[src/vwpi_pkg.sv]
// Shared types, codes and constants of the velocity watchdog pose integrator.
package vwpi_pkg;

  // Request kinds carried on the input tuser
  typedef enum logic [1:0] {
    REQ_CMD    = 2'd0,
    REQ_STATUS = 2'd1,
    REQ_TICK   = 2'd2
  } req_t;

  // Result status carried on the output tuser
  typedef enum logic [1:0] {
    ST_STANDBY  = 2'd0,
    ST_TRACKING = 2'd1,
    ST_HOLDING  = 2'd2
  } status_t;

  // Configuration register indexes
  typedef enum logic [1:0] {
    CFG_TIMEOUT   = 2'd0,
    CFG_INTEGRATE = 2'd1,
    CFG_RESPECT   = 2'd2
  } cfg_idx_t;

  typedef enum logic [6:0] {
    S_IDLE  = 7'b0000001,
    S_PREP  = 7'b0000010,
    S_TWAIT = 7'b0000100,
    S_MUL   = 7'b0001000,
    S_QGO   = 7'b0010000,
    S_QWAIT = 7'b0100000,
    S_FIN   = 7'b1000000
  } state_t;

  // Accumulator shift selects of the multiply-accumulate unit
  localparam logic [1:0] SH_0  = 2'd0;
  localparam logic [1:0] SH_32 = 2'd1;
  localparam logic [1:0] SH_64 = 2'd2;

  typedef struct packed {
    logic       vld;
    logic       clr;
    logic       neg;
    logic [1:0] sh;
  } mac_op_t;

  // Capture actions of the multiply microprogram
  typedef enum logic [2:0] {
    CAP_NONE,
    CAP_TX,
    CAP_TY,
    CAP_AX,
    CAP_AY,
    CAP_M,
    CAP_YD,
    CAP_YAW
  } cap_t;

  localparam int MUL_W   = 33;
  localparam int ACC_W   = 96;
  localparam int MAG_W   = 41;
  localparam int CORD_W  = 34;
  localparam int TRIG_W  = 24;
  localparam int CORDIC_STEPS = 24;
  localparam logic [CORD_W-1:0] CORDIC_GAIN = 34'd652032874;
  localparam logic [31:0] YAW_SCALE = 32'd2935890503;
  localparam logic [4:0]  QUAT_FRAC = 5'd15;

  function automatic logic [CORD_W-1:0] atan_bam(input logic [4:0] idx);
    logic [CORD_W-1:0] v;
    case (idx)
      5'd0:  v = 34'd536870912;
      5'd1:  v = 34'd316933406;
      5'd2:  v = 34'd167458907;
      5'd3:  v = 34'd85004756;
      5'd4:  v = 34'd42667331;
      5'd5:  v = 34'd21354465;
      5'd6:  v = 34'd10679838;
      5'd7:  v = 34'd5340245;
      5'd8:  v = 34'd2670163;
      5'd9:  v = 34'd1335087;
      5'd10: v = 34'd667544;
      5'd11: v = 34'd333772;
      5'd12: v = 34'd166886;
      5'd13: v = 34'd83443;
      5'd14: v = 34'd41722;
      5'd15: v = 34'd20861;
      5'd16: v = 34'd10430;
      5'd17: v = 34'd5215;
      5'd18: v = 34'd2608;
      5'd19: v = 34'd1304;
      5'd20: v = 34'd652;
      5'd21: v = 34'd326;
      5'd22: v = 34'd163;
      5'd23: v = 34'd81;
      default: v = '0;
    endcase
    return v;
  endfunction

endpackage

[src/vwpi_mac.sv]
// Shared signed multiply-accumulate unit with a registered product stage.
module vwpi_mac (
  input  logic                                clk,
  input  logic                                rst_n,
  input  vwpi_pkg::mac_op_t                   op,
  input  logic signed [vwpi_pkg::MUL_W-1:0]   a,
  input  logic signed [vwpi_pkg::MUL_W-1:0]   b,
  output logic signed [vwpi_pkg::ACC_W-1:0]   acc
);
  import vwpi_pkg::*;

  logic signed [2*MUL_W-1:0] prod_r;
  mac_op_t                   ctl_r;
  logic signed [ACC_W-1:0]   acc_r;
  logic signed [ACC_W-1:0]   term;
  logic signed [ACC_W-1:0]   term_sh;

  always_ff @(posedge clk) begin
    if (!rst_n) begin
      ctl_r <= '0;
    end else begin
      ctl_r <= op;
    end
  end

  always_ff @(posedge clk) begin
    prod_r <= a * b;
  end

  always_comb begin
    term = ACC_W'(ctl_r.neg ? -prod_r : prod_r);
    case (ctl_r.sh)
      SH_32:   term_sh = term <<< 32;
      SH_64:   term_sh = term <<< 64;
      default: term_sh = term;
    endcase
  end

  always_ff @(posedge clk) begin
    if (!rst_n) begin
      acc_r <= '0;
    end else if (ctl_r.vld) begin
      acc_r <= (ctl_r.clr ? '0 : acc_r) + term_sh;
    end
  end

  assign acc = acc_r;

endmodule

[config.mk]
export PLATFORM = sky130hd
export DESIGN_NAME = vwpi_mac
export DESIGN_NICKNAME = d
export VERILOG_FILES = /design/src/vwpi_pkg.sv /design/src/vwpi_mac.sv
export SDC_FILE = /design/constraint.sdc
export NUM_CORES = 2
export LEC_CHECK = 0
export BUFFER_PORTS_ARGS = -buffer_cell sky130_fd_sc_hd__buf_4
export CORE_MARGIN = 2
export CORE_UTILIZATION = 59
export CTS_BUF_LIST = sky130_fd_sc_hd__clkbuf_16
export CTS_CLUSTER_SIZE = 10
export DETAILED_ROUTE_END_ITERATION = 8
export GPL_ROUTABILITY_DRIVEN = 0
export PLACE_DENSITY_LB_ADDON = 0.12
export SETUP_SLACK_MARGIN = 0.4
export SYNTH_ARGS = -nofsm -noshare
export SYNTH_HDL_FRONTEND = slang
export SYNTH_SLANG_ARGS = --single-unit
[constraint.sdc]
create_clock -name clk -period 10.55 [get_ports clk]
set_input_delay 1.055 -clock clk [delete_from_list [all_inputs] [get_ports clk]]
set_output_delay 1.055 -clock clk [all_outputs]
set_load 0.01 [all_outputs]
==> results.json <==
{
  "dp_hpwl_um": 118500,
  "cp_slowest_cell": "fa_1",
  "grtUsageMet3": 0.06423,
  "cts_tree": "done",
  "synth-compound-area-share": 0.08876,
  "grt_first_pass_wirelength_um": 246900,
  "drc": 40,
  "synth_fa_ha_area_frac": 0.5102,
  "clockBufferDepth": 2,
  "rsz0062_at_grt": "false",
  "multi_input_area_um2": 43690,
  "syn_inst": 6008,
  "cts_root_buf": "clkbuf_16",
  "yosysTopAreaCell": "fa_1",
  "numCtsBuffers": 17,
  "synth_area_leaders": "fa_1 (44%), inv_1 (8.5%), ha_1 (7.5%), and2_1 (6.7%), dfxtp_1 (6.3%)",
  "min_period_ns": 9.149,
  "io_buffers": 168,
  "synth-seq-area-share": 0.06345,
  "drt_iter0_markers": 3256,
  "drv_cap": 0,
  "routed_wl_um": 154800,
  "synthFlopType": "dfxtp_1",
  "ys_ff_latch": 167,
  "synth_xor_area_frac": 0.03540,
  "tns_ns": 0,
  "synth_top_family_by_area": "adder cells",
  "crit_family": "adder cells",
  "finClkSkew_ns": 0.01058,
  "rows": 109,
  "synthToLayoutAreaGrowth_pct": 4.234,
  "grt.total_usage": 0.3518,
  "postRouteAntennaNets": 0,
  "async_flop_share": 0,
  "initial_core_util": 0.5953,
  "dr.pass1.iters": 8,
  "crit_arrival_ns": 9.44,
  "maxSlewViolCount": 0,
  "synth_edf_count": 0,
  "cp-start-kind": "primary input",
  "clk_latency_ns": 0.47,
  "path_buf_inv": 4,
  "violations": "design-rule violations",
  "synth_nets": 7542,
  "critPathRequiredTime_ns": 10.84,
  "yosysWarnings": 0,
  "fp.coreArea_um2": 88510,
  "grt_use_met2": 0.5648,
  "grt_max_degree": 73,
  "end_kind": "flop",
  "die-area_um2": 91720,
  "htree_levels": 4,
  "cts-hold-fix-buffers": 0,
  "vias_per_cell": 5.816,
  "hold_violations": 0,
  "max_freq_mhz": 109.3,
  "cts_resized": 0,
  "tightest_slew_ns": 1.159,
  "synth-simple-area-share": 0.1842,
  "layout.area.seq_um2": 3352,
  "die_x_um": 302.9,
  "netlist_top_cells_count": "inv_1 (1190), fa_1 (1146), nand2_1 (697)",
  "io-pin-count": 169,
  "status": "finished, violations left",
  "floorplan.die.height_um": 302.9,
  "drive_gt1_frac": 0.04162,
  "grt_pass1_vias": 44090,
  "netlist_area_um2": 52690,
  "yosysTopAreaCellShare": 0.4354,
  "period_share": 0.8672,
  "antenna_found_initial": 4,
  "synth_cell_types": 82,
  "report.final.setup_viol": 0,
  "criticalPathCategory": "in -> reg",
  "clk_pin_slew_ns": 0.06,
  "avgSynthCellArea_um2": 8.771,
  "cts_setup_buffers": 0,
  "crit_fanout": 33,
  "numClockSinks": 167,
  "grt_use_met1": 0.4723,
  "maxSlewHeadroom": 0.2201,
  "muxShareOfSynthArea": 0.01064,
  "top_usage_layer": "met2",
  "nets": 7431,
  "yosysMostFrequentCell": "inv_1",
  "cp_common_cell": "fa_1",
  "critPathMaxStageDelay_ns": 0.96,
  "vias": 41160,
  "grt_overflow": 0,
  "wl_per_cell_um": 21.87,
  "nFillCells": 7844,
  "holdCritPathClass": "reg -> reg"
}
## state kept, by name (all words and copies together) (netlist names)
register  flops
acc          96
prod_r       66
ctl_r         5
## worst min-delay path, stage by stage (launching register included)
cell and delay [ns]:
dfxtp_1 0.32, nand2_1 0.05, o21ai_0 0.06
## per-stage QoR
| stage | cell area, µm² | worst slack [ns] | instances | hold slack, ns | utilization |
|---|---|---|---|---|---|
| 2_1_floorplan | 52690 | 1.582 | 6008 | 0.4903 | - |
| 3_3_place_gp | 54370 | 1.297 | 7043 | 0.4571 | 0.6142 |
| 3_5_place_dp | 54370 | 1.058 | 7043 | 0.4703 | 0.6142 |
| 4_1_cts | 54920 | 1.537 | 7075 | 0.4836 | 0.6205 |
| 5_1_grt | 54920 | 0.9947 | 7076 | 0.5179 | 0.6205 |
| 6_report | 54930 | 1.401 | 7077 | 0.4830 | 0.6205 |
## final timing paths
path | startpoint | endpoint | slack (ns) | depth (start not counted)
max | b[9] | prod_r[64] | 1.40 | 25
min | acc[50] | acc[50] | 0.48 | 2
max reg2reg | prod_r[15] | acc[94] | 3.25 | 22
min reg2reg | acc[50] | acc[50] | 0.48 | 2
## routing by layer
layer	vias to the layer above	share of wire
met5	-	0.00010
met4	2	0.047
met3	395	0.093
met2	1973	0.46
met1	20660	0.40
li1	18130	-
## cell usage in the layout (no fill, tap or decap), types with 19 or more instances in the layout
cell	instances
inv_1	1192
fa_1	1146
nand2_1	697
and2_1	561
ha_1	314
nor2b_1	207
a21oi_1	194
buf_4	186
o21ai_0	166
dfxtp_1	164
nor2_1	148
xnor2_1	138
a21o_1	88
xor2_1	75
mux2i_1	56
nand3_1	53
nand4_1	38
nor3_1	37
a221oi_1	33
o21bai_1	32
nand2b_1	28
o31ai_1	26
o21a_1	24
or3_1	21
a31oi_1	21
o211ai_1	19
## cells by family after synthesis
family | after synthesis
fa+ha+maj | 1461
xor+xnor | 213
simple gates | 1885
mux | 56
buf+inv | 1506
flops | 167
compound gates | 720
## final cells by class
type                       instances  area share
multi-input combinational       4335      0.7955
sequential                       167     0.06103
clock inverter                    15    0.002346
inverter                        1190     0.08132
antenna                            2  0.00009112
tap                             1165     0.02654
timing repair buffer             186     0.02542
clock buffer                      17    0.007745
Power is left out: the tool's default activity adds up to more than one toggle a clock period on the data nets, which glitch-free logic cannot reach.
