$ cat config.mk
export PLATFORM = sky130hd
export DESIGN_NAME = vwpi_cordic
export DESIGN_NICKNAME = d
export VERILOG_FILES = /design/src/vwpi_pkg.sv /design/src/vwpi_cordic.sv
export SDC_FILE = /design/constraint.sdc
export NUM_CORES = 2
export LEC_CHECK = 0
export BUFFER_PORTS_ARGS = -buffer_cell sky130_fd_sc_hd__buf_2
export CAP_MARGIN = 20
export CORE_MARGIN = 2
export CORE_UTILIZATION = 42
export CTS_BUF_LIST = sky130_fd_sc_hd__clkbuf_8 sky130_fd_sc_hd__clkbuf_16
export DETAILED_ROUTE_END_ITERATION = 12
export GPL_TIMING_DRIVEN = 0
export PLACE_DENSITY = 0.63
export SYNTH_ARGS = -nofsm -noshare
export SYNTH_HDL_FRONTEND = slang
export SYNTH_SLANG_ARGS = --single-unit
$ cat constraint.sdc
create_clock -name clk -period 20.3 [get_ports clk]
set_input_delay 3.045 -clock clk [delete_from_list [all_inputs] [get_ports clk]]
set_output_delay 3.045 -clock clk [all_outputs]
set_load 0.1 [all_outputs]
$ cat src/vwpi_pkg.sv
// Shared types, codes and constants of the velocity watchdog pose integrator.
package vwpi_pkg;

  // Request kinds carried on the input tuser
  typedef enum logic [1:0] {
    REQ_CMD    = 2'd0,
    REQ_STATUS = 2'd1,
    REQ_TICK   = 2'd2
  } req_t;

  // Result status carried on the output tuser
  typedef enum logic [1:0] {
    ST_STANDBY  = 2'd0,
    ST_TRACKING = 2'd1,
    ST_HOLDING  = 2'd2
  } status_t;

  // Configuration register indexes
  typedef enum logic [1:0] {
    CFG_TIMEOUT   = 2'd0,
    CFG_INTEGRATE = 2'd1,
    CFG_RESPECT   = 2'd2
  } cfg_idx_t;

  typedef enum logic [6:0] {
    S_IDLE  = 7'b0000001,
    S_PREP  = 7'b0000010,
    S_TWAIT = 7'b0000100,
    S_MUL   = 7'b0001000,
    S_QGO   = 7'b0010000,
    S_QWAIT = 7'b0100000,
    S_FIN   = 7'b1000000
  } state_t;

  // Accumulator shift selects of the multiply-accumulate unit
  localparam logic [1:0] SH_0  = 2'd0;
  localparam logic [1:0] SH_32 = 2'd1;
  localparam logic [1:0] SH_64 = 2'd2;

  typedef struct packed {
    logic       vld;
    logic       clr;
    logic       neg;
    logic [1:0] sh;
  } mac_op_t;

  // Capture actions of the multiply microprogram
  typedef enum logic [2:0] {
    CAP_NONE,
    CAP_TX,
    CAP_TY,
    CAP_AX,
    CAP_AY,
    CAP_M,
    CAP_YD,
    CAP_YAW
  } cap_t;

  localparam int MUL_W   = 33;
  localparam int ACC_W   = 96;
  localparam int MAG_W   = 41;
  localparam int CORD_W  = 34;
  localparam int TRIG_W  = 24;
  localparam int CORDIC_STEPS = 24;
  localparam logic [CORD_W-1:0] CORDIC_GAIN = 34'd652032874;
  localparam logic [31:0] YAW_SCALE = 32'd2935890503;
  localparam logic [4:0]  QUAT_FRAC = 5'd15;

  function automatic logic [CORD_W-1:0] atan_bam(input logic [4:0] idx);
    logic [CORD_W-1:0] v;
    case (idx)
      5'd0:  v = 34'd536870912;
      5'd1:  v = 34'd316933406;
      5'd2:  v = 34'd167458907;
      5'd3:  v = 34'd85004756;
      5'd4:  v = 34'd42667331;
      5'd5:  v = 34'd21354465;
      5'd6:  v = 34'd10679838;
      5'd7:  v = 34'd5340245;
      5'd8:  v = 34'd2670163;
      5'd9:  v = 34'd1335087;
      5'd10: v = 34'd667544;
      5'd11: v = 34'd333772;
      5'd12: v = 34'd166886;
      5'd13: v = 34'd83443;
      5'd14: v = 34'd41722;
      5'd15: v = 34'd20861;
      5'd16: v = 34'd10430;
      5'd17: v = 34'd5215;
      5'd18: v = 34'd2608;
      5'd19: v = 34'd1304;
      5'd20: v = 34'd652;
      5'd21: v = 34'd326;
      5'd22: v = 34'd163;
      5'd23: v = 34'd81;
      default: v = '0;
    endcase
    return v;
  endfunction

endpackage

$ cat src/vwpi_cordic.sv
// Iterative rotation CORDIC giving rounded, saturated sine and cosine of a binary angle.
module vwpi_cordic (
  input  logic                              clk,
  input  logic                              rst_n,
  input  logic                              start,
  input  logic [31:0]                       angle,
  input  logic [4:0]                        frac,
  output logic                              done,
  output logic signed [vwpi_pkg::TRIG_W-1:0] sin_o,
  output logic signed [vwpi_pkg::TRIG_W-1:0] cos_o
);
  import vwpi_pkg::*;

  logic signed [CORD_W-1:0] x_r, y_r, z_r;
  logic signed [CORD_W-1:0] xs, ys, at;
  logic [4:0]               i_r;
  logic                     run_r, rnd_r, neg_r, done_r;
  logic [4:0]               frac_r;
  logic [31:0]              ang_f;
  logic                     fold;
  logic signed [TRIG_W-1:0] sin_r, cos_r;

  function automatic logic signed [TRIG_W-1:0] round_sat(input logic signed [CORD_W-1:0] v,
                                                       input logic [4:0] fr,
                                                       input logic ng);
    logic [4:0]               sh;
    logic signed [CORD_W+1:0] half, r, lim;
    sh   = 5'd30 - fr;
    half = (CORD_W+2)'(1) <<< (sh - 5'd1);
    r    = ((CORD_W+2)'(v) + half) >>> sh;
    lim  = (CORD_W+2)'(1) <<< fr;
    if (ng) r = -r;
    if (r > lim - 1) r = lim - 1;
    if (r < -lim) r = -lim;
    return r[TRIG_W-1:0];
  endfunction

  // fold the second and third quadrant by a half turn, negate at the end
  assign fold  = (angle[31:30] == 2'b01) || (angle[31:30] == 2'b10);
  assign ang_f = fold ? angle + 32'h8000_0000 : angle;
  assign xs    = x_r >>> i_r;
  assign ys    = y_r >>> i_r;
  assign at    = atan_bam(i_r);

  always_ff @(posedge clk) begin
    if (!rst_n) begin
      run_r  <= 1'b0;
      rnd_r  <= 1'b0;
      done_r <= 1'b0;
      i_r    <= '0;
    end else begin
      done_r <= 1'b0;
      if (start) begin
        run_r <= 1'b1;
        i_r   <= '0;
      end else if (run_r) begin
        i_r <= i_r + 5'd1;
        if (i_r == 5'(CORDIC_STEPS - 1)) begin
          run_r <= 1'b0;
          rnd_r <= 1'b1;
        end
      end else if (rnd_r) begin
        rnd_r  <= 1'b0;
        done_r <= 1'b1;
      end
    end
  end

  always_ff @(posedge clk) begin
    if (start) begin
      x_r    <= CORDIC_GAIN;
      y_r    <= '0;
      z_r    <= CORD_W'($signed(ang_f));
      neg_r  <= fold;
      frac_r <= frac;
    end else if (run_r) begin
      if (!z_r[CORD_W-1]) begin
        x_r <= x_r - ys;
        y_r <= y_r + xs;
        z_r <= z_r - at;
      end else begin
        x_r <= x_r + ys;
        y_r <= y_r - xs;
        z_r <= z_r + at;
      end
    end else if (rnd_r) begin
      sin_r <= round_sat(y_r, frac_r, neg_r);
      cos_r <= round_sat(x_r, frac_r, neg_r);
    end
  end

  assign done  = done_r;
  assign sin_o = sin_r;
  assign cos_o = cos_r;

endmodule

==> impl_metrics.json <==
{
  "antenna_cells": 0,
  "synthCells": 5102,
  "syn-num-nets": 5463,
  "syn_area_per_cell_um2": 7.37,
  "htree_levels": 4,
  "slowest_stage": "clkbuf_1",
  "dpl_cell_area_um2": 39700,
  "synth_edf_count": 88,
  "critPathMaxFanout": 12,
  "viasPerCell": 6.88,
  "setup_viol_count_final": 0,
  "async_reset_ff_frac": 0,
  "max-slew-margin-rel": 0.117,
  "portBuffers": 88,
  "track_usage": 0.420,
  "grt_busiest_layer": "met2",
  "p_leak_uw": 0.0168,
  "die-area_um2": 92000,
  "fin_crit_sh": 0.973,
  "finalCriticalPeriod_ns": 19.75,
  "endpoint_kind": "register",
  "numCtsBuffers": 17,
  "start_util": 0.425,
  "total_power_uw": 6290,
  "path_class": "reg -> reg",
  "final_cell_area_um2": 40600,
  "gp_congestion": 1.07,
  "status": "finished clean",
  "slowest_delay_ns": 0.72,
  "antenna_found_initial": 2,
  "wl_um": 198000,
  "timing_hold_violations_final": 0,
  "drive_gt1_frac": 0.0926,
  "start_kind": "register",
  "grt_pass1_vias": 40826,
  "avgRoutedWirePerCell_um": 30.9,
  "ys_warn_count": 0,
  "stdcell_count": 6415,
  "cts_setup_buffers": 0,
  "peakVddDrop_mv": 0.0956,
  "critPathArrivalTime_ns": 20.01,
  "setup_ws_ns": 0.553,
  "drt_iter0_drc": 6380,
  "grt_use_met2": 0.643,
  "finClkSkew_ns": 0.0298,
  "holdWs_ns": 0.482,
  "drtPass1Iterations": 7,
  "path_common_cell": "a21oi_1",
  "grt_pass1_wl_um": 284000,
  "ctsHoldBuffers": 0,
  "worstHoldPathType": "reg -> reg",
  "cts_sinks": 194,
  "grt_use_met1": 0.541,
  "grt_overflow": 0,
  "fp.dieW_um": 303,
  "dieHeight_um": 303,
  "core_area_um2": 88500,
  "netlist_area_um2": 37600,
  "syn2layout_area_growth_pct": 7.84,
  "num_vias": 44155,
  "root_buffer": "clkbuf_16",
  "cellPowerDensity_nw_per_um2": 155,
  "ys.flop_type": "dfxtp_1",
  "use_met3": 0.0959,
  "max_freq_mhz": 50.6,
  "ant_nets": 0,
  "dp_hpwl_um": 160000,
  "crit_required_ns": 20.56,
  "yosysSeqAreaShare": 0.127,
  "rsz0062_at_grt": "false",
  "num_rows": 109,
  "clk_pin_slew_worst_paths_ns": 0.09,
  "post-place-ws_ns": -1.47,
  "dp.cells": 6378,
  "num_io_pins": 89,
  "clk_latency_ns": 0.52,
  "worst_slew_pin_slew_ns": 1.32,
  "clockBufferDepth": 2,
  "drv_cap": 0,
  "grt_start_max_net_pins": 44,
  "drc_errors": 0,
  "drv_slew": 0,
  "synth.distinct_cells": 106,
  "ys_seq_elements": 194,
  "cts_tree": "done",
  "nNetsFinal": 5598
}
## layout make-up
class	instances	area, µm²
multi-input cells	4413	31100
repair buffers	117	683
plain buffers	330	1320
clock buffers	19	464
fillers	9276	47900
inverters	164	617
well taps	1165	1460
clock inverters	13	183
flip-flops and latches	194	4760
## Yosys cell counts (18+ instances only)
cell type,count,area [µm²]
o31a_1,18,158
nor3_1,153,766
o21bai_1,29,218
nand2b_1,66,413
o22ai_1,34,213
xor2_1,123,1080
a21oi_1,421,2110
o21ai_0,345,1730
a311oi_1,20,175
mux2i_1,138,1380
edfxtp_1,88,2640
dfxtp_1,106,2120
and2_1,74,463
a211o_1,33,289
nand3_1,118,591
or2_2,29,181
a31oi_1,69,432
nor2b_1,60,375
nor2_1,506,1900
xnor2_1,173,1520
inv_1,159,597
o21a_1,54,405
or3_1,29,181
nand2_1,479,1800
clkbuf_1,251,942
mux2_2,111,1250
a21o_1,131,983
o211ai_1,54,405
and3_1,57,357
o31ai_1,50,375
mux4_2,87,1960
a211oi_1,88,661
a22oi_1,21,158
nand4_1,88,551
ha_1,316,3950
buf_1,61,229
a221oi_1,20,175
nor4_1,53,332
o2111ai_1,20,175
## registers in the layout (all words and copies together) (netlist names)
name	flops
done	1
i_r	5
z_r	34
at	30
rnd_r	1
frac_r	5
x_r	34
y_r	34
sin_o	24
neg_r	1
cos_o	24
run_r	1
## through the flow
step                       util  setup TNS (ns)
after floorplan               -               0
after global placement    0.447         -100.17
after detailed placement  0.449          -55.62
after CTS                 0.457               0
after global routing      0.458               0
final                     0.458               0
## logic make-up after synthesis
family / share of synthesized area
xor gates and xnor gates: 0.0709
DFF: 0.127
AOI/OAI and AO/OA: 0.293
muxes: 0.122
buffers and inverters: 0.0508
adders and majority gates: 0.110
and+or+nand+nor: 0.226
## final timing paths
check                           cells past startpoint             endpoint           startpoint  slack (ns)
worst max-delay path                               63  sin_o[20]$_DFFE_PP_  frac_r[0]$_DFFE_PP_        0.55
worst min-delay path                                2   rnd_r$_SDFFE_PN0P_   rnd_r$_SDFFE_PN0P_        0.48
worst max register to register                     63  sin_o[20]$_DFFE_PP_  frac_r[0]$_DFFE_PP_        0.55
worst min register to register                      2   rnd_r$_SDFFE_PN0P_   rnd_r$_SDFFE_PN0P_        0.48
## worst max-delay path, delay by kind of cell, from the launching register on
family          cells  cell delay (ns)
buf+inv            18             6.64
simple gates       15             3.71
flops               1             0.57
compound gates     20             4.75
xor+xnor            3             0.87
mux                 3             1.10
fa+ha+maj           4             1.71
## cell usage in the layout, fill, tap and decap left out, types with 106 or more instances in the layout
cell type / n
a21o_1: 131
a21oi_1: 421
buf_2: 113
clkbuf_1: 238
dfxtp_1: 106
ha_1: 316
inv_1: 159
mux2_2: 111
mux2i_1: 138
nand2_1: 478
nand3_1: 118
nor2_1: 506
nor3_1: 151
o21ai_0: 345
xnor2_1: 171
xor2_1: 123
## per-layer routing
layer,vias to the layer above,part of all wire
li1,19535,-
met4,2,0.074
met2,2886,0.42
met3,732,0.11
met1,21000,0.40
met5,-,0.000055
## power by group
part	internal, µW	switching (µW)
sequential	543	159
clock	189	196
combinational	1930	3270
total	2660	3630
## timing repair
| item | in CTS | in global routing |
|---|---|---|
| endpoints found under the hold margin | 0 | 0 |
| gates resized for setup | 10 | 39 |
| endpoints found under the setup margin | 48 | 48 |
| pin swaps | 0 | 0 |
No activity file was read; power rests on OpenSTA's default activity.
